### src/hdl/nary_reflected_gray_encoder_defines.svh
// Assertion macros shared by the gray encoder RTL.
// No dependencies; included by the files that assert.
`ifndef NARY_REFLECTED_GRAY_ENCODER_DEFINES_SVH
`define NARY_REFLECTED_GRAY_ENCODER_DEFINES_SVH

// Checked on clk_i, ignored while rst_ni is low.
`define NRGE_ASSERT(label, prop, msg) \
  label: assert property (@(posedge clk_i) disable iff (!rst_ni) (prop)) \
    else $error(msg);

// Checked on clk_i at every edge, reset included.
`define NRGE_ASSERT_ALWAYS(label, prop, msg) \
  label: assert property (@(posedge clk_i) (prop)) \
    else $error(msg);

`endif

### src/hdl/nrge_pkg.sv
// Package for the reflected n-ary gray encoder: field widths, register
// indexes, reset values and parameter defaults. No dependencies.
`timescale 1ns / 1ps

package nrge_pkg;

  localparam int unsigned INDEX_W         = 32;
  localparam int unsigned RADIX_W         = 5;
  localparam int unsigned COUNT_W         = 6;
  localparam int unsigned CFG_IDX_W       = 2;
  localparam int unsigned CFG_DATA_W      = 6;

  localparam logic [CFG_IDX_W-1:0] REG_RADIX       = 2'd0;
  localparam logic [CFG_IDX_W-1:0] REG_DIGIT_COUNT = 2'd1;

  localparam logic [RADIX_W-1:0] RADIX_RESET = 5'd2;
  localparam logic [COUNT_W-1:0] COUNT_RESET = 6'd8;

  localparam int unsigned MAX_DIGITS_DEF  = 32;
  localparam int unsigned DIGIT_WIDTH_DEF = 4;

  // Divider retires this many index bits per cycle.
  localparam int unsigned SLICE_W = 8;
  localparam int unsigned SLICES  = INDEX_W / SLICE_W;

endpackage

### src/hdl/nary_reflected_gray_encoder.sv
// Reflected n-ary gray encoder top level: shared slice divider, digit RAM
// and emit sequencer. Depends on nrge_pkg, nrge_ram and the defines header.
//
//   channel | signals                                   | role
//   --------+-------------------------------------------+---------------
//   cfg     | cfg_valid_i cfg_ready_o cfg_index_i/data  | register write
//   in      | in_valid_i in_ready_o index_i             | index in
//   out     | out_valid_o out_ready_i gray_digit_o ...  | one digit each
//
// A transaction runs the shared divider, retiring 8 index bits per cycle, to
// produce the lower digits one at a time into the RAM, then issues one RAM
// read per emitted digit.
// Reset: radix 2, 8 digits, block idle. A stalled output holds the emit
// sequencer; a new index is taken once the previous word is fully issued.
`timescale 1ns / 1ps
`include "nary_reflected_gray_encoder_defines.svh"

module nary_reflected_gray_encoder import nrge_pkg::*; #(
  parameter int unsigned MAX_DIGITS  = MAX_DIGITS_DEF,
  parameter int unsigned DIGIT_WIDTH = DIGIT_WIDTH_DEF
) (
  input  logic                   clk_i,
  input  logic                   rst_ni,
  input  logic                   cfg_valid_i,
  output logic                   cfg_ready_o,
  input  logic [CFG_IDX_W-1:0]   cfg_index_i,
  input  logic [CFG_DATA_W-1:0]  cfg_data_i,
  input  logic                   in_valid_i,
  output logic                   in_ready_o,
  input  logic [INDEX_W-1:0]     index_i,
  output logic                   out_valid_o,
  input  logic                   out_ready_i,
  output logic [DIGIT_WIDTH-1:0] gray_digit_o,
  output logic                   last_digit_o,
  output logic                   overflow_o
);

  localparam int unsigned DW  = DIGIT_WIDTH;
  localparam int unsigned NW  = DW + 1;
  localparam int unsigned RW  = NW + 1;
  localparam int unsigned CW  = (NW > RADIX_W) ? NW : RADIX_W;
  localparam int unsigned KW  = $clog2(MAX_DIGITS + 1);
  localparam int unsigned KCW = (KW > COUNT_W) ? KW : COUNT_W;
  localparam int unsigned AW  = (MAX_DIGITS > 1) ? $clog2(MAX_DIGITS) : 1;
  localparam int unsigned SW  = (SLICES > 1) ? $clog2(SLICES) : 1;

  typedef enum logic [2:0] {ST_IDLE, ST_DIV, ST_TOP, ST_RD, ST_LD} state_e;

  state_e               st_q;
  logic [RADIX_W-1:0]   radix_q;
  logic [COUNT_W-1:0]   count_q;
  logic                 out_valid_q;
  logic [SW-1:0]        s_q;
  logic [AW-1:0]        j_q;
  logic [AW-1:0]        e_q;
  logic                 flip_q;
  logic                 prev_odd_q;

  logic [NW-1:0]        n_q;
  logic [KW-1:0]        k_q;
  logic [INDEX_W-1:0]   v_q, v_d;
  logic [NW-1:0]        rem_q, rem_d;
  logic                 ovf_q;
  logic [DW-1:0]        gray_q;
  logic                 last_q;
  logic                 ovf_out_q;

  logic [CW-1:0]        r_ext, r_top, r_clamp;
  logic [KCW-1:0]       c_ext, c_clamp;
  logic [NW-1:0]        n_eff;
  logic [KW-1:0]        k_eff;
  logic [NW-1:0]        nm1;
  logic                 top_ovf;
  logic                 last_slice;
  logic                 is_last;
  logic                 out_free;
  logic                 load;
  logic                 reflect;
  logic [DW-1:0]        dj;
  logic [DW-1:0]        g;
  logic [SLICE_W-1:0]   qbits;

  logic                 ram_we;
  logic [AW-1:0]        ram_waddr;
  logic [DW-1:0]        ram_wdata;
  logic                 ram_re;
  logic [AW-1:0]        ram_raddr;

  // effective radix and digit count
  always_comb begin
    r_ext = CW'(radix_q);
    r_top = CW'(1) << DW;
    if (r_ext < CW'(2)) begin
      r_clamp = CW'(2);
    end else if (r_ext > r_top) begin
      r_clamp = r_top;
    end else begin
      r_clamp = r_ext;
    end
    n_eff = NW'(r_clamp);
    c_ext = KCW'(count_q);
    if (c_ext == KCW'(0)) begin
      c_clamp = KCW'(1);
    end else if (c_ext > KCW'(MAX_DIGITS)) begin
      c_clamp = KCW'(MAX_DIGITS);
    end else begin
      c_clamp = c_ext;
    end
    k_eff = KW'(c_clamp);
  end

  // shared divider: one slice of restoring division per cycle
  always_comb begin
    logic [RW-1:0] acc;
    acc = RW'(rem_q);
    for (int i = SLICE_W - 1; i >= 0; i--) begin
      acc = {acc[RW-2:0], v_q[INDEX_W-SLICE_W+i]};
      if (acc >= RW'(n_q)) begin
        acc      = acc - RW'(n_q);
        qbits[i] = 1'b1;
      end else begin
        qbits[i] = 1'b0;
      end
    end
    rem_d = acc[NW-1:0];
    v_d   = {v_q[INDEX_W-SLICE_W-1:0], qbits};
  end

  assign nm1        = n_q - NW'(1);
  assign top_ovf    = v_q > INDEX_W'(nm1);
  assign last_slice = (s_q == SW'(SLICES - 1));
  assign is_last    = (e_q == AW'(k_q - KW'(1)));
  assign out_free   = !out_valid_q || out_ready_i;
  assign reflect    = n_q[0] ? flip_q : prev_odd_q;
  assign g          = reflect ? (nm1[DW-1:0] - dj) : dj;

  always_comb begin
    ram_we    = 1'b0;
    ram_waddr = j_q;
    ram_wdata = rem_d[DW-1:0];
    ram_re    = 1'b0;
    ram_raddr = e_q;
    load      = 1'b0;
    unique case (st_q)
      ST_DIV: begin
        ram_we = last_slice;
      end
      ST_TOP: begin
        ram_we    = 1'b1;
        ram_waddr = '0;
        ram_wdata = top_ovf ? nm1[DW-1:0] : v_q[DW-1:0];
      end
      ST_RD: begin
        ram_re = 1'b1;
      end
      ST_LD: begin
        if (out_free) begin
          load = 1'b1;
          if (!is_last) begin
            ram_re    = 1'b1;
            ram_raddr = e_q + AW'(1);
          end
        end
      end
      default: ;
    endcase
  end

  nrge_ram #(
    .WIDTH(DW),
    .DEPTH(MAX_DIGITS)
  ) u_digits (
    .clk_i  (clk_i),
    .we_i   (ram_we),
    .waddr_i(ram_waddr),
    .wdata_i(ram_wdata),
    .re_i   (ram_re),
    .raddr_i(ram_raddr),
    .rdata_o(dj)
  );

  // sequencer, configuration and registered outputs
  always_ff @(posedge clk_i or negedge rst_ni) begin
    if (!rst_ni) begin
      st_q        <= ST_IDLE;
      radix_q     <= RADIX_RESET;
      count_q     <= COUNT_RESET;
      out_valid_q <= 1'b0;
      s_q         <= '0;
      j_q         <= '0;
      e_q         <= '0;
      flip_q      <= 1'b0;
      prev_odd_q  <= 1'b0;
      gray_q      <= '0;
      last_q      <= 1'b0;
      ovf_out_q   <= 1'b0;
    end else begin
      if (cfg_valid_i) begin
        unique case (cfg_index_i)
          REG_RADIX:       radix_q <= cfg_data_i[RADIX_W-1:0];
          REG_DIGIT_COUNT: count_q <= cfg_data_i[COUNT_W-1:0];
          default: ;
        endcase
      end
      if (load) begin
        out_valid_q <= 1'b1;
      end else if (out_valid_q && out_ready_i) begin
        out_valid_q <= 1'b0;
      end
      unique case (st_q)
        ST_IDLE: begin
          if (in_valid_i) begin
            s_q        <= '0;
            j_q        <= AW'(k_eff - KW'(1));
            e_q        <= '0;
            flip_q     <= 1'b0;
            prev_odd_q <= 1'b0;
            st_q       <= (k_eff == KW'(1)) ? ST_TOP : ST_DIV;
          end
        end
        ST_DIV: begin
          if (last_slice) begin
            s_q <= '0;
            j_q <= j_q - AW'(1);
            if (j_q == AW'(1)) begin
              st_q <= ST_TOP;
            end
          end else begin
            s_q <= s_q + SW'(1);
          end
        end
        ST_TOP: begin
          st_q <= ST_RD;
        end
        ST_RD: begin
          st_q <= ST_LD;
        end
        ST_LD: begin
          if (load) begin
            gray_q     <= g;
            last_q     <= is_last;
            ovf_out_q  <= ovf_q;
            flip_q     <= flip_q ^ dj[0];
            prev_odd_q <= dj[0];
            e_q        <= e_q + AW'(1);
            if (is_last) begin
              st_q <= ST_IDLE;
            end
          end
        end
        default: st_q <= ST_IDLE;
      endcase
    end
  end

  // datapath registers
  always_ff @(posedge clk_i) begin
    unique case (st_q)
      ST_IDLE: begin
        if (in_valid_i) begin
          n_q   <= n_eff;
          k_q   <= k_eff;
          v_q   <= index_i;
          rem_q <= '0;
        end
      end
      ST_DIV: begin
        v_q   <= v_d;
        rem_q <= last_slice ? '0 : rem_d;
      end
      ST_TOP: begin
        ovf_q <= top_ovf;
      end
      default: ;
    endcase
  end

  assign cfg_ready_o  = 1'b1;
  assign in_ready_o   = (st_q == ST_IDLE);
  assign out_valid_o  = out_valid_q;
  assign gray_digit_o = gray_q;
  assign last_digit_o = last_q;
  assign overflow_o   = ovf_out_q;

  `NRGE_ASSERT(a_busy_after_accept, (in_valid_i && in_ready_o) |=> !in_ready_o,
               "ready after accepting an index")
  `NRGE_ASSERT(a_rem_below_radix, (st_q == ST_DIV) |-> (rem_q < n_q),
               "divider remainder not below radix")
  `NRGE_ASSERT(a_count_in_range,
               (st_q != ST_IDLE) |-> ((k_q >= KW'(1)) && (k_q <= KW'(MAX_DIGITS))),
               "digit count out of range while busy")
  `NRGE_ASSERT(a_ovf_held_in_word,
               (out_valid_q && out_ready_i && !last_q) |=> (ovf_out_q == $past(ovf_out_q)),
               "overflow changed within a word")

endmodule

### src/hdl/nrge_ram.sv
// Generic single-write, single-read RAM with registered read data.
// No dependencies.
`timescale 1ns / 1ps

module nrge_ram #(
  parameter int unsigned WIDTH = 4,
  parameter int unsigned DEPTH = 32,
  localparam int unsigned AW   = (DEPTH > 1) ? $clog2(DEPTH) : 1
) (
  input  logic             clk_i,
  input  logic             we_i,
  input  logic [AW-1:0]    waddr_i,
  input  logic [WIDTH-1:0] wdata_i,
  input  logic             re_i,
  input  logic [AW-1:0]    raddr_i,
  output logic [WIDTH-1:0] rdata_o
);

  logic [WIDTH-1:0] mem_q [DEPTH];
  logic [WIDTH-1:0] rdata_q;

  always_ff @(posedge clk_i) begin
    if (we_i) begin
      mem_q[waddr_i] <= wdata_i;
    end
    if (re_i) begin
      rdata_q <= mem_q[raddr_i];
    end
  end

  assign rdata_o = rdata_q;

endmodule

### config.mk
export PLATFORM = sky130hd
export DESIGN_NAME = nary_reflected_gray_encoder
export DESIGN_NICKNAME = d
export VERILOG_FILES = /design/src/hdl/nrge_pkg.sv /design/src/hdl/nary_reflected_gray_encoder.sv /design/src/hdl/nrge_ram.sv
export VERILOG_INCLUDE_DIRS = /design/src /design/src/hdl
export SDC_FILE = /design/constraint.sdc
export NUM_CORES = 1
export LEC_CHECK = 0
export BUFFER_PORTS_ARGS = -buffer_cell sky130_fd_sc_hd__buf_2
export CORE_MARGIN = 2
export CORE_UTILIZATION = 60
export DETAILED_ROUTE_END_ITERATION = 7
export GPL_TIMING_DRIVEN = 0
export PLACE_DENSITY = 0.85
export SLEW_MARGIN = 20
export SYNTH_ARGS = -nofsm -noshare
export SYNTH_HDL_FRONTEND = slang
export SYNTH_SLANG_ARGS = --single-unit
export TNS_END_PERCENT = 10
### constraint.sdc
create_clock -name clk_i -period 35.6 [get_ports clk_i]
set_clock_uncertainty 0.1 [all_clocks]
set_input_delay 3.56 -clock clk_i [delete_from_list [all_inputs] [get_ports clk_i]]
set_output_delay 3.56 -clock clk_i [all_outputs]
set_load 0.005 [all_outputs]
# After elaboration in Yosys (flattened, before gate mapping)
# Memories as Yosys holds them, arrays and structs flattened. A register that Yosys moved wholly into a read port is not among the register bits.
# Cells that the tools add are included.
[totals]
regBits = 83
mem_bits_rw = 128
inputBits = 45
output_inout_bits = 9
mem_count = 1
[classes]
n_addsub = 15
order_cmp = 12
eq_ne = 14
mux = 62
bitwise_logic = 1
reduce_logical = 18
[memory_table]
columns = ["name", "words", "word_bits", "rd", "rd_clocked_by_memory_dff", "write_ports", "line", "rtl"]
rows = [
  ["u_digits.mem_q", 32, 4, 1, 1, 1, "nrge_ram.sv:19", "logic [WIDTH-1:0] mem_q [DEPTH];"],
]
[ops]
columns = ["operator", "n"]
rows = [
  ["$mux 5", 18],
  ["$pmux 32 s2", 1],
  ["$ge 6x5->1", 8],
  ["$sub 5x5->5", 8],
  ["$gt 32x5->1", 1],
  ["$mux 32", 1],
  ["$pmux 5 s2", 3],
  ["$mux 1", 20],
  ["$sub 5x1->5 const B", 4],
  ["$mux 3", 5],
  ["$pmux 3 s5", 1],
  ["$mux 4", 3],
  ["$mux 6", 2],
  ["$ne 2x2->1 const B", 5],
  ["$reduce_and 2->1", 5],
  ["$pmux 1 s2", 4],
  ["$eq 3x2->1 const B", 2],
  ["$eq 6x1->1 const B", 1],
  ["$gt 6x6->1 const B", 1],
  ["$logic_not 6->1", 1],
  ["$mux 2", 3],
  ["$reduce_and 3->1", 2],
  ["$reduce_bool 2->1", 3],
  ["$add 5x1->5 const B", 1],
  ["19 further kinds", 19],
]

# Longest topological paths before layout
# Gate-level depths: netlist of the first run.
[depth]
depth_word = 18
depth_mapped = 75
ltp_nobuf = 72

# Cells and area by module
# A second synthesis of the first run with hierarchy kept.
[hier_totals]
cells_unflattened = 955
area_unflattened_um2 = 11801.3
[by_module_without_submodules]
columns = ["mod", "instances", "cells_per_inst", "area_each_um2", "seq_area_each_um2"]
rows = [
  ["nary_reflected_gray_encoder", 1, 724, 6622.6, 2319.7],
  ["nrge_ram", 1, 231, 5178.7, 3963.8],
]

# Worst setup path before layout of the first run
# No wires, ideal clock.
[synth_timing]
kind = "reg-to-reg"
startpoint = "register n_q[1]"
endpoint = "memory u_digits.mem_q[0][2] (data pin)"
setup_ns = 0.385
arrival_time_ns = 14.566
required_time_ns = 35.115
setup_slack_ns = 20.549
path_stages_with_launch = 67
n_path_buf = 3
period_less_slack_ns = 15.051
path_cell_list = "edfxtp_1 inv_1 fa_1 a21oi_1 nor2_1 nor2_1 mux2_2 ha_1 nand2b_1 a211oi_1 a311oi_1 and2_1 buf_6 mux2i_1 ha_1 nand2b_1 a21oi_1 a41o_1 [... 31 more ...] o21ai_0 nand2b_1 a21oi_1 o21a_1 nand4_1 buf_2 nor2_1 a21oi_1 fa_1 a21o_1 a21oi_1 nand2_1 a21oi_1 nand3_1 a211oi_1 o32a_1 o211ai_2 mux2i_1"
[synth_between]
elab_chain_cells = 17
[synth_rtl]
columns = ["item", "line", "rtl"]
rows = [
  ["start: declaration", "nary_reflected_gray_encoder.sv:59", "logic [NW-1:0] n_q;"],
  ["start signal: assignment", "nary_reflected_gray_encoder.sv:261", "n_q <= n_eff;"],
  ["$sub 5x5->5 / $ge 6x5->1 (equally long branches)", "nary_reflected_gray_encoder.sv:119, nary_reflected_gray_encoder.sv:118", ""],
  ["$mux 5", "nary_reflected_gray_encoder.sv:118", "if (acc >= RW'(n_q)) begin"],
  ["$sub 5x5->5 / $ge 6x5->1 (equally long branches)", "nary_reflected_gray_encoder.sv:119, nary_reflected_gray_encoder.sv:118", ""],
  ["$mux 5", "nary_reflected_gray_encoder.sv:118", ""],
  ["$sub 5x5->5 / $ge 6x5->1 (equally long branches)", "nary_reflected_gray_encoder.sv:119, nary_reflected_gray_encoder.sv:118", ""],
  ["$mux 5", "nary_reflected_gray_encoder.sv:118", ""],
  ["$sub 5x5->5 / $ge 6x5->1 (equally long branches)", "nary_reflected_gray_encoder.sv:119, nary_reflected_gray_encoder.sv:118", ""],
  ["$mux 5", "nary_reflected_gray_encoder.sv:118", ""],
  ["[... 2 more ...]", "-", ""],
  ["$sub 5x5->5 / $ge 6x5->1 (equally long branches)", "nary_reflected_gray_encoder.sv:119, nary_reflected_gray_encoder.sv:118", ""],
  ["$mux 5", "nary_reflected_gray_encoder.sv:118", ""],
  ["$ge 6x5->1 / $sub 5x5->5 (equally long branches)", "nary_reflected_gray_encoder.sv:118, nary_reflected_gray_encoder.sv:119", ""],
  ["$mux 5", "nary_reflected_gray_encoder.sv:118", ""],
  ["$sub 5x5->5 / $ge 6x5->1 (equally long branches)", "nary_reflected_gray_encoder.sv:119, nary_reflected_gray_encoder.sv:118", ""],
  ["$mux 5", "nary_reflected_gray_encoder.sv:118", ""],
  ["$mux 4 (*)", "nary_reflected_gray_encoder.sv:144", "unique case (st_q)"],
  ["via ram_wdata[2]", "nary_reflected_gray_encoder.sv:85", "logic [DW-1:0] ram_wdata;"],
  ["end: declaration", "nrge_ram.sv:19", ""],
]
# The timed path passes the listed nets; every way through them passes the cells marked *.

# Worst setup path after layout of the first run
[layout_timing]
startpoint = "register n_q[1]"
endpoint = "memory u_digits.mem_q[30][0] (data pin)"
[layout_between]
elab_chain_cells = 17
[layout_rtl]
columns = ["item", "line"]
rows = [
  ["$sub 5x5->5 / $ge 6x5->1 (equally long branches)", "nary_reflected_gray_encoder.sv:119, nary_reflected_gray_encoder.sv:118"],
  ["$mux 5", "nary_reflected_gray_encoder.sv:118"],
  ["$sub 5x5->5 / $ge 6x5->1 (equally long branches)", "nary_reflected_gray_encoder.sv:119, nary_reflected_gray_encoder.sv:118"],
  ["$mux 5", "nary_reflected_gray_encoder.sv:118"],
  ["$sub 5x5->5 / $ge 6x5->1 (equally long branches)", "nary_reflected_gray_encoder.sv:119, nary_reflected_gray_encoder.sv:118"],
  ["$mux 5", "nary_reflected_gray_encoder.sv:118"],
  ["$sub 5x5->5 / $ge 6x5->1 (equally long branches)", "nary_reflected_gray_encoder.sv:119, nary_reflected_gray_encoder.sv:118"],
  ["$mux 5", "nary_reflected_gray_encoder.sv:118"],
  ["[... 2 more ...]", "-"],
  ["$sub 5x5->5 / $ge 6x5->1 (equally long branches)", "nary_reflected_gray_encoder.sv:119, nary_reflected_gray_encoder.sv:118"],
  ["$mux 5", "nary_reflected_gray_encoder.sv:118"],
  ["$sub 5x5->5 / $ge 6x5->1 (equally long branches)", "nary_reflected_gray_encoder.sv:119, nary_reflected_gray_encoder.sv:118"],
  ["$mux 5", "nary_reflected_gray_encoder.sv:118"],
  ["$ge 6x5->1", "nary_reflected_gray_encoder.sv:118"],
  ["$mux 5", "nary_reflected_gray_encoder.sv:118"],
  ["$mux 4 (*)", "nary_reflected_gray_encoder.sv:144"],
  ["via ram_wdata[0]", "nary_reflected_gray_encoder.sv:85"],
]
# Marked as above.

==> results of run 1 <==
[final cells by class]
class                      instances  area share [%]
sequential                       215           47.35
multi-input combinational        675           39.64
clock buffer                      28           4.478
timing repair buffer              55           2.527
tap                              265           2.498
inverter                          45           1.273
clock inverter                    12           1.169
buffer                            32           1.065
[logic make-up (layout without fill, tap and decap cells)]
family / Yosys count / in the layout
mux: 74 / 74
buf+inv: 77 / 172
fa+ha+maj: 65 / 65
compound gates: 156 / 156
xor+xnor: 41 / 41
simple gates: 338 / 338
flops: 215 / 215
other cells: 1 / 1
[stage by stage]
stage | instance area (sq um) | hold WS [ns] | instances
detailed placement | 12510 | 0.3663 | 1287
global route | 13270 | 0.4099 | 1327
floorplan | 11800 | 0.3146 | 967
global placement | 12390 | 0.3592 | 1284
finish | 13270 | 0.3890 | 1327
CTS | 13260 | 0.3958 | 1327
[per-layer routing]
metal  vias to the layer above  part of all wire (%)  GRT usage (%)  wire length, microns
met5                         -                     0              0                     0
met4                         0                   3.6          9.555                   973
met3                        84                   9.5          3.974                  2611
met2                       464                    48          45.26                 13250
met1                      3967                    39          35.85                 10580
li1                       3763                     -              -                     -
[sequential cells by signal, indices dropped and copies added, names as in the netlist, 3 cells and up]
| register | count |
|---|---|
| u_digits.mem_q | 128 |
| v_q | 32 |
| c_ext | 6 |
| e_q | 5 |
| j_q | 5 |
| k_q | 5 |
| n_q | 5 |
| r_ext | 5 |
| rem_q | 5 |
| gray_digit_o | 4 |
| u_digits.rdata_o | 4 |
| st_q | 3 |
[worst max-delay path, delay by kind of cell (launching register included)]
kind            cells  cell delay [ns]
fa+ha+maj           8             3.24
buf+inv             5             1.39
compound gates     33             8.35
simple gates       18             2.37
flops               1             0.77
mux                 4             1.36
[worst max path at each step]
| stage | from | endpoint | slack, ns | cells past startpoint |
|---|---|---|---|---|
| floorplan | n_q[1] | u_digits.mem_q[0][2] | 20.55 | 66 |
| global placement | n_q[1] | u_digits.mem_q[20][2] | 17.18 | 68 |
| detailed placement | n_q[1] | u_digits.mem_q[20][0] | 17.59 | 68 |
| CTS | n_q[1] | u_digits.mem_q[28][0] | 17.49 | 68 |
| global route | n_q[1] | u_digits.mem_q[30][0] | 16.16 | 69 |
| finish | n_q[1] | u_digits.mem_q[30][0] | 17.69 | 68 |
[placed cells by master, fill, tap and decap left out, types with 5 or more instances in the layout]
master,n
edfxtp_1,180
nand2_1,132
nor2_1,86
ha_1,56
buf_2,54
inv_1,45
a21oi_1,44
mux4_2,40
o21ai_0,38
dfrtp_1,33
clkbuf_1,32
clkbuf_16,23
xnor2_1,21
nand3_1,20
mux2_2,20
xor2_1,19
a21o_1,13
nand2b_1,12
nor3_1,11
nor2b_1,11
nand4_1,11
mux2i_1,10
and3_1,9
or3_1,9
fa_1,9
nor4_1,8
a31oi_1,6
a211oi_1,5
==> metrics.md, run 1 <==
| Metric | Value |
|---|---|
| Status | completed |
| FP Rows | 51 |
| Port bufs | 52 |
| Post-cts sizing count | 0 |
| Critical path required time | 35.71 ns |
| Post-synth net total | 1,077 |
| Crit path capture type | flip-flop |
| Cells after Synth | 967 |
| Hold/Removal Path Class | flip-flop to flip-flop |
| RR Startpoint | n_q[1] |
| Final Hold Viols | 0 |
| Synth area leader | edfxtp_1 |
| DRT Wirelength | 27,410 microns |
| GP Congestion | 0.8989 |
| Vias per inst | 6.238 |
| Synth-to-layout area growth | 12.51% |
| Tot GR Track Use | 26.81% |
| Number of flops mapped to enable cells by yosys | 180 |
| I/O pins | 54 |
| Register bit total from synthesis | 215 |
| Initial Util | 60.81% |
| Commonest cells in the netlist | 180 x edfxtp_1, 133 x nand2_1, 86 x nor2_1 |
| CP Launch Type | flip-flop |
| Fin crit share | 50.32% |
| Clk root buf | clkbuf_16 |
| Synth unique cells | 72 |
| Clock Tree Buf Depth | 3 |
| Worst-margin pin slew | 1.065 ns |
| Reg2reg setup slack | 17.69 ns |
| Yosys top cell area share | 45.82% |
| Initial antenna violation count | 0 |
| Syn Std Cell Area | 0.01180 sq mm |
| Unrepaired setup endpoints after global routing | no |
| YS warnings | 0 |
| Clk sink count | 215 |
| Clock latency at the later pin of the worst-skew pair | 0.53 ns |
| CTS Buf Count | 23 |
| Area occupied by multi-input gates | 0.005261 sq mm |
| Via count | 8,278 |
| Fillers | 1,344 |
| Nets@finish | 1,157 |
| Routed WL per cell | 20.65 microns |
| TritonRoute pass-1 iters | 5 |
| DRT antenna net count | 0 |
| Die Y | 144.2 microns |
| Primary FF master, synth | edfxtp_1 |
| Area share of xor/xnor cells in the synthesized design | 3.044% |
| Die ar. | 0.02080 sq mm |
| Simple-Gate Fraction of Synth Area | 13.43% |
| Post-DP HPWL | 19,210 microns |
| Critical Path AT | 18.02 ns |
| Max_slew headroom | 28.48% |
| Setup Buffers After CTS | 0 |
| TNS Setup | 0 ns |
| Worst Hold Launch | overflow_o |
| Largest cells by area after synthesis | edfxtp_1 46%, mux4_2 7.6%, dfrtp_1 7.0% |
| Hold-fix buffers at CTS | 0 |
| Highest Clock Rate | 0.05583 GHz |
| Mux contribution to synthesized area | 10.92% |
| First-pass GRT wire length | 42,550 microns |
| Diode count | 0 |
| Share of layout cells above drive strength 1 | 17.14% |
| Synth Area in Adders | 7.467% |
| Max cap viols | 0 |
| CP max stage delay | 0.87 ns |
| Reg clk slew, reported paths | 0.06 ns |
| Core Area | 0.01940 sq mm |
| Main combinational cell family by area after synthesis | simple AND/OR/NAND/NOR gates |
| Ys async rst share | 16.28% |
| H-Tree Level Count | 1 |
| Reg area | 0.006284 sq mm |
| TritonCTS clock tree | done |
| Core Util, Final | 68.41% |
| Placement Setup Slack | 17.59 ns |
| Final setup margin | 17.69 ns |
| Compound-Gate Fraction of Synth Area | 9.207% |
| Initial drt markers | 912 |
| Max-slew violation count | 0 |
| Setup violations, final | 0 |
| RR Endpoint | u_digits.mem_q[30][0] |
| Kind of critical path | flip-flop to flip-flop |
| Number of global-route vias before repair | 8,127 |
| CP dominant cell by count | a21oi_1 |
| Largest net degree at the start of global routing | 36 |
| Minimum clock period | 17.91 ns |
| Global route total overflow | 0 |
| Synthesized area per cell | 12.20 sq um |
| Most common cell in the synthesized netlist | edfxtp_1 |
| Worst Hold Endpoint | overflow_o |
| CP max FO | 32 |
| Slowest CP cell | a211oi_1 |
| Seq/Total Area, Yosys | 53.27% |
| Die Wd | 144.2 microns |
| Hold path cells | 2 |
| Residual DRC count | 0 |
| R2R depth | 68 |
Power of run 1 is left out: the tool's default activity adds up to more than one toggle a clock period on the data nets, which glitch-free logic cannot reach.
==> inputs of run 2 (changes only) <==
ABC_AREA = 1   (was default)
clock period = 16.5 ns   (was 35.6 ns; I/O delays follow)
==> run 2 against run 1 <==
- first-iteration DRC count up 23%
- sequential share of layout area grew 0.24 points
- sequential cell count is the same
- critical path depth grew 5
- cell count grew 21%
- largest cell class unchanged
==> metrics.md, run 2 <==
| Metric | Value |
|---|---|
| Number of global-route vias before repair | 9,745 (was 8,127) |
| Placed Area | 0.01252 sq mm (was 0.01251 sq mm) |
| Nets@finish | 1,438 (was 1,157) |
| DRT antenna net count | 0 (unchanged) |
| Reg area | 0.006284 sq mm (unchanged) |
| I/O pins | 54 (unchanged) |
| Area occupied by multi-input gates | 0.004982 sq mm (was 0.005261 sq mm) |
| Final Hold Viols | 0 (unchanged) |
| Kind of critical path | flip-flop to flip-flop (unchanged) |
| Core Area | 0.01946 sq mm (was 0.01940 sq mm) |
| Core Util, Final | 67.85% (was 68.41%) |
| Max cap viols | 0 (unchanged) |
| Post-synth net total | 1,363 (was 1,077) |
| Via count | 9,633 (was 8,278) |
| Synthesized area per cell | 9.514 sq um (was 12.20 sq um) |
| FP Rows | 51 (unchanged) |
| TNS Setup | 0 ns (unchanged) |
| Initial antenna violation count | 0 (unchanged) |
| Max FFs per register | 128 (unchanged) |
| Residual DRC count | 0 (unchanged) |
| Worst-margin pin slew | 0.9943 ns (was 1.065 ns) |
| Area share of xor/xnor cells in the synthesized design | 2.792% (was 3.044%) |
| Unrepaired setup endpoints after global routing | no (unchanged) |
| Vias per inst | 5.991 (was 6.238) |
| Primary FF master, synth | edfxtp_1 (unchanged) |
| Commonest cells in the netlist | 236 x nand2_1, 180 x edfxtp_1, 168 x nor2_1 (was 180 x edfxtp_1, 133 x nand2_1, 86 x nor2_1) |
| Max-slew violation count | 0 (unchanged) |
| Seq/Total Area, Yosys | 52.71% (was 53.27%) |
| Setup Buffers After CTS | 0 (unchanged) |
| Global route total overflow | 0 (unchanged) |
| YS warnings | 0 (unchanged) |
| Most frequent cells in the layout | 232 x nand2_1, 180 x edfxtp_1, 168 x nor2_1 (was 180 x edfxtp_1, 132 x nand2_1, 86 x nor2_1) |
| Fin area | 0.01321 sq mm (was 0.01327 sq mm) |
| Setup violations, final | 0 (unchanged) |
| Critical Path AT | 14.12 ns (was 18.02 ns) |
| DRT Wirelength | 29,330 microns (was 27,410 microns) |
| Number of flops mapped to enable cells by yosys | 180 (unchanged) |
| Compound-Gate Fraction of Synth Area | 11.73% (was 9.207%) |
| Routed WL per cell | 18.24 microns (was 20.65 microns) |
| Commonest non-fill, non-tap cell in the layout | nand2_1 (was edfxtp_1) |
| CTS Buf Count | 21 (was 23) |
| H-Tree Level Count | 1 (unchanged) |
| TritonCTS clock tree | done (unchanged) |
| Yosys top cell area share | 45.34% (was 45.82%) |
| Die ar. | 0.02101 sq mm (was 0.02080 sq mm) |
| Post-cts sizing count | 0 (unchanged) |
| Synth Area in Adders | 7.389% (was 7.467%) |
| GP Congestion | 0.9027 (was 0.8989) |
| CP max stage delay | 0.77 ns (was 0.87 ns) |
| Max_slew headroom | 33.40% (was 28.48%) |
| Tot GR Track Use | 28.02% (was 26.81%) |
| Status | completed (unchanged) |
| Diode count | 0 (unchanged) |
| Clock latency at the later pin of the worst-skew pair | 0.50 ns (was 0.53 ns) |
| Largest cells by area after synthesis | edfxtp_1 45%, nand2_1 7.4%, dfrtp_1 6.9% (was edfxtp_1 46%, mux4_2 7.6%, dfrtp_1 7.0%) |
| Die Wd | 145.0 microns (was 144.2 microns) |
| Initial drt markers | 1,118 (was 912) |
| Minimum clock period | 14.17 ns (was 17.91 ns) |
| Clock Tree Buf Depth | 3 (unchanged) |
| CP max FO | 32 (unchanged) |
| Largest net degree at the start of global routing | 38 (was 36) |
| First-pass GRT wire length | 47,500 microns (was 42,550 microns) |
| Share of layout cells above drive strength 1 | 9.754% (was 17.14%) |
| Synth area leader | edfxtp_1 (unchanged) |
| Hold-fix buffers at CTS | 0 (unchanged) |
| Simple-Gate Fraction of Synth Area | 19.76% (was 13.43%) |
| CP Launch Type | flip-flop (unchanged) |
| Critical path required time | 16.45 ns (was 35.71 ns) |
| Port bufs | 52 (unchanged) |
| Register bit total from synthesis | 215 (unchanged) |
| Synth-to-layout area growth | 10.77% (was 12.51%) |
| TritonRoute pass-1 iters | 6 (was 5) |
| Hold/Removal Path Class | flip-flop to flip-flop (unchanged) |
| Clk sink count | 215 (unchanged) |
| CP dominant cell by count | nand2_1 (was a21oi_1) |
| Syn Std Cell Area | 0.01192 sq mm (was 0.01180 sq mm) |
| Final setup margin | 2.329 ns (was 17.69 ns) |
| Fillers | 1,443 (was 1,344) |
| Highest Clock Rate | 0.07057 GHz (was 0.05583 GHz) |
| Cells after Synth | 1,253 (was 967) |
| Die Y | 145.0 microns (was 144.2 microns) |
| Ys async rst share | 16.28% (unchanged) |
| Reg clk slew, reported paths | 0.06 ns (about the same) |
| Initial Util | 61.25% (was 60.81%) |
| Clk root buf | clkbuf_16 (unchanged) |
| Main combinational cell family by area after synthesis | simple AND/OR/NAND/NOR gates (unchanged) |
| Crit path capture type | flip-flop (unchanged) |
| Most common cell in the synthesized netlist | nand2_1 (was edfxtp_1) |
| Synth unique cells | 47 (was 72) |
| Slowest CP cell | edfxtp_1 (was a211oi_1) |
| Mux contribution to synthesized area | 0% (was 10.92%) |
| Placement Setup Slack | 2.046 ns (was 17.59 ns) |
| Fin crit share | 85.88% (was 50.32%) |
| Post-DP HPWL | 20,710 microns (was 19,210 microns) |
| Most flop-heavy register | u_digits.mem_q (unchanged) |
==> run 2: final cells by class <==
type / instances / area share (%)
flip-flops and latches: 215 / 47.58
well taps: 265 / 2.511
multi-input cells: 863 / 37.73
inverters: 141 / 4.008
plain buffers: 34 / 1.033
clock buffers: 26 / 4.273
clock inverters: 12 / 0.8907
repair buffers: 52 / 1.971
==> run 2: worst paths after layout <==
kind,start,end,slack (ns),cells after the start
setup / recovery,n_q[1],u_digits.mem_q[26][2],2.33,73
hold / removal,ovf_q,overflow_o,0.37,2
setup reg to reg,n_q[1],u_digits.mem_q[26][2],2.33,73
hold reg to reg,ovf_q,overflow_o,0.37,2
max in group asynchronous,rst_ni,c_ext[5],14.61,1
min in group asynchronous,rst_ni,last_digit_o,1.15,1
==> run 2: logic make-up (layout without fill, tap and decap cells) <==
logic type / count (synthesis) / after routing
flops: 215 / 215
other cells: 1 / 1
simple gates: 533 / 533
compound gates: 226 / 226
xor+xnor: 38 / 38
buf+inv: 175 / 265
fa+ha+maj: 65 / 65
==> run 2: per-layer routing <==
metal / share of wire (%) / global-route usage [%] / vias to the layer above
li1: - / - / 4464
met1: 38 / 35.69 / 4553
met2: 50 / 48.93 / 516
met3: 8.4 / 3.491 / 100
met4: 3.4 / 11.09 / 0
met5: 0 / 0 / -
==> run 2: stage by stage <==
| stage | hold WS (ns) | cells |
|---|---|---|
| 6_report | 0.3701 | 1608 |
| 4_1_cts | 0.3686 | 1608 |
| 3_5_place_dp | 0.3547 | 1570 |
| 3_3_place_gp | 0.3333 | 1570 |
| 5_1_grt | 0.4020 | 1608 |
| 2_1_floorplan | 0.3254 | 1253 |
==> run 2: critical path, delay by kind of cell (launching register included) <==
family / cells / cell delay (ns)
buffers and inverters: 15 / 1.66
DFF: 1 / 0.77
AOI/OAI and AO/OA: 11 / 3.01
and+or+nand+nor: 39 / 5.01
adders and majority gates: 8 / 3.12
Power of run 2 is left out for the same reason.
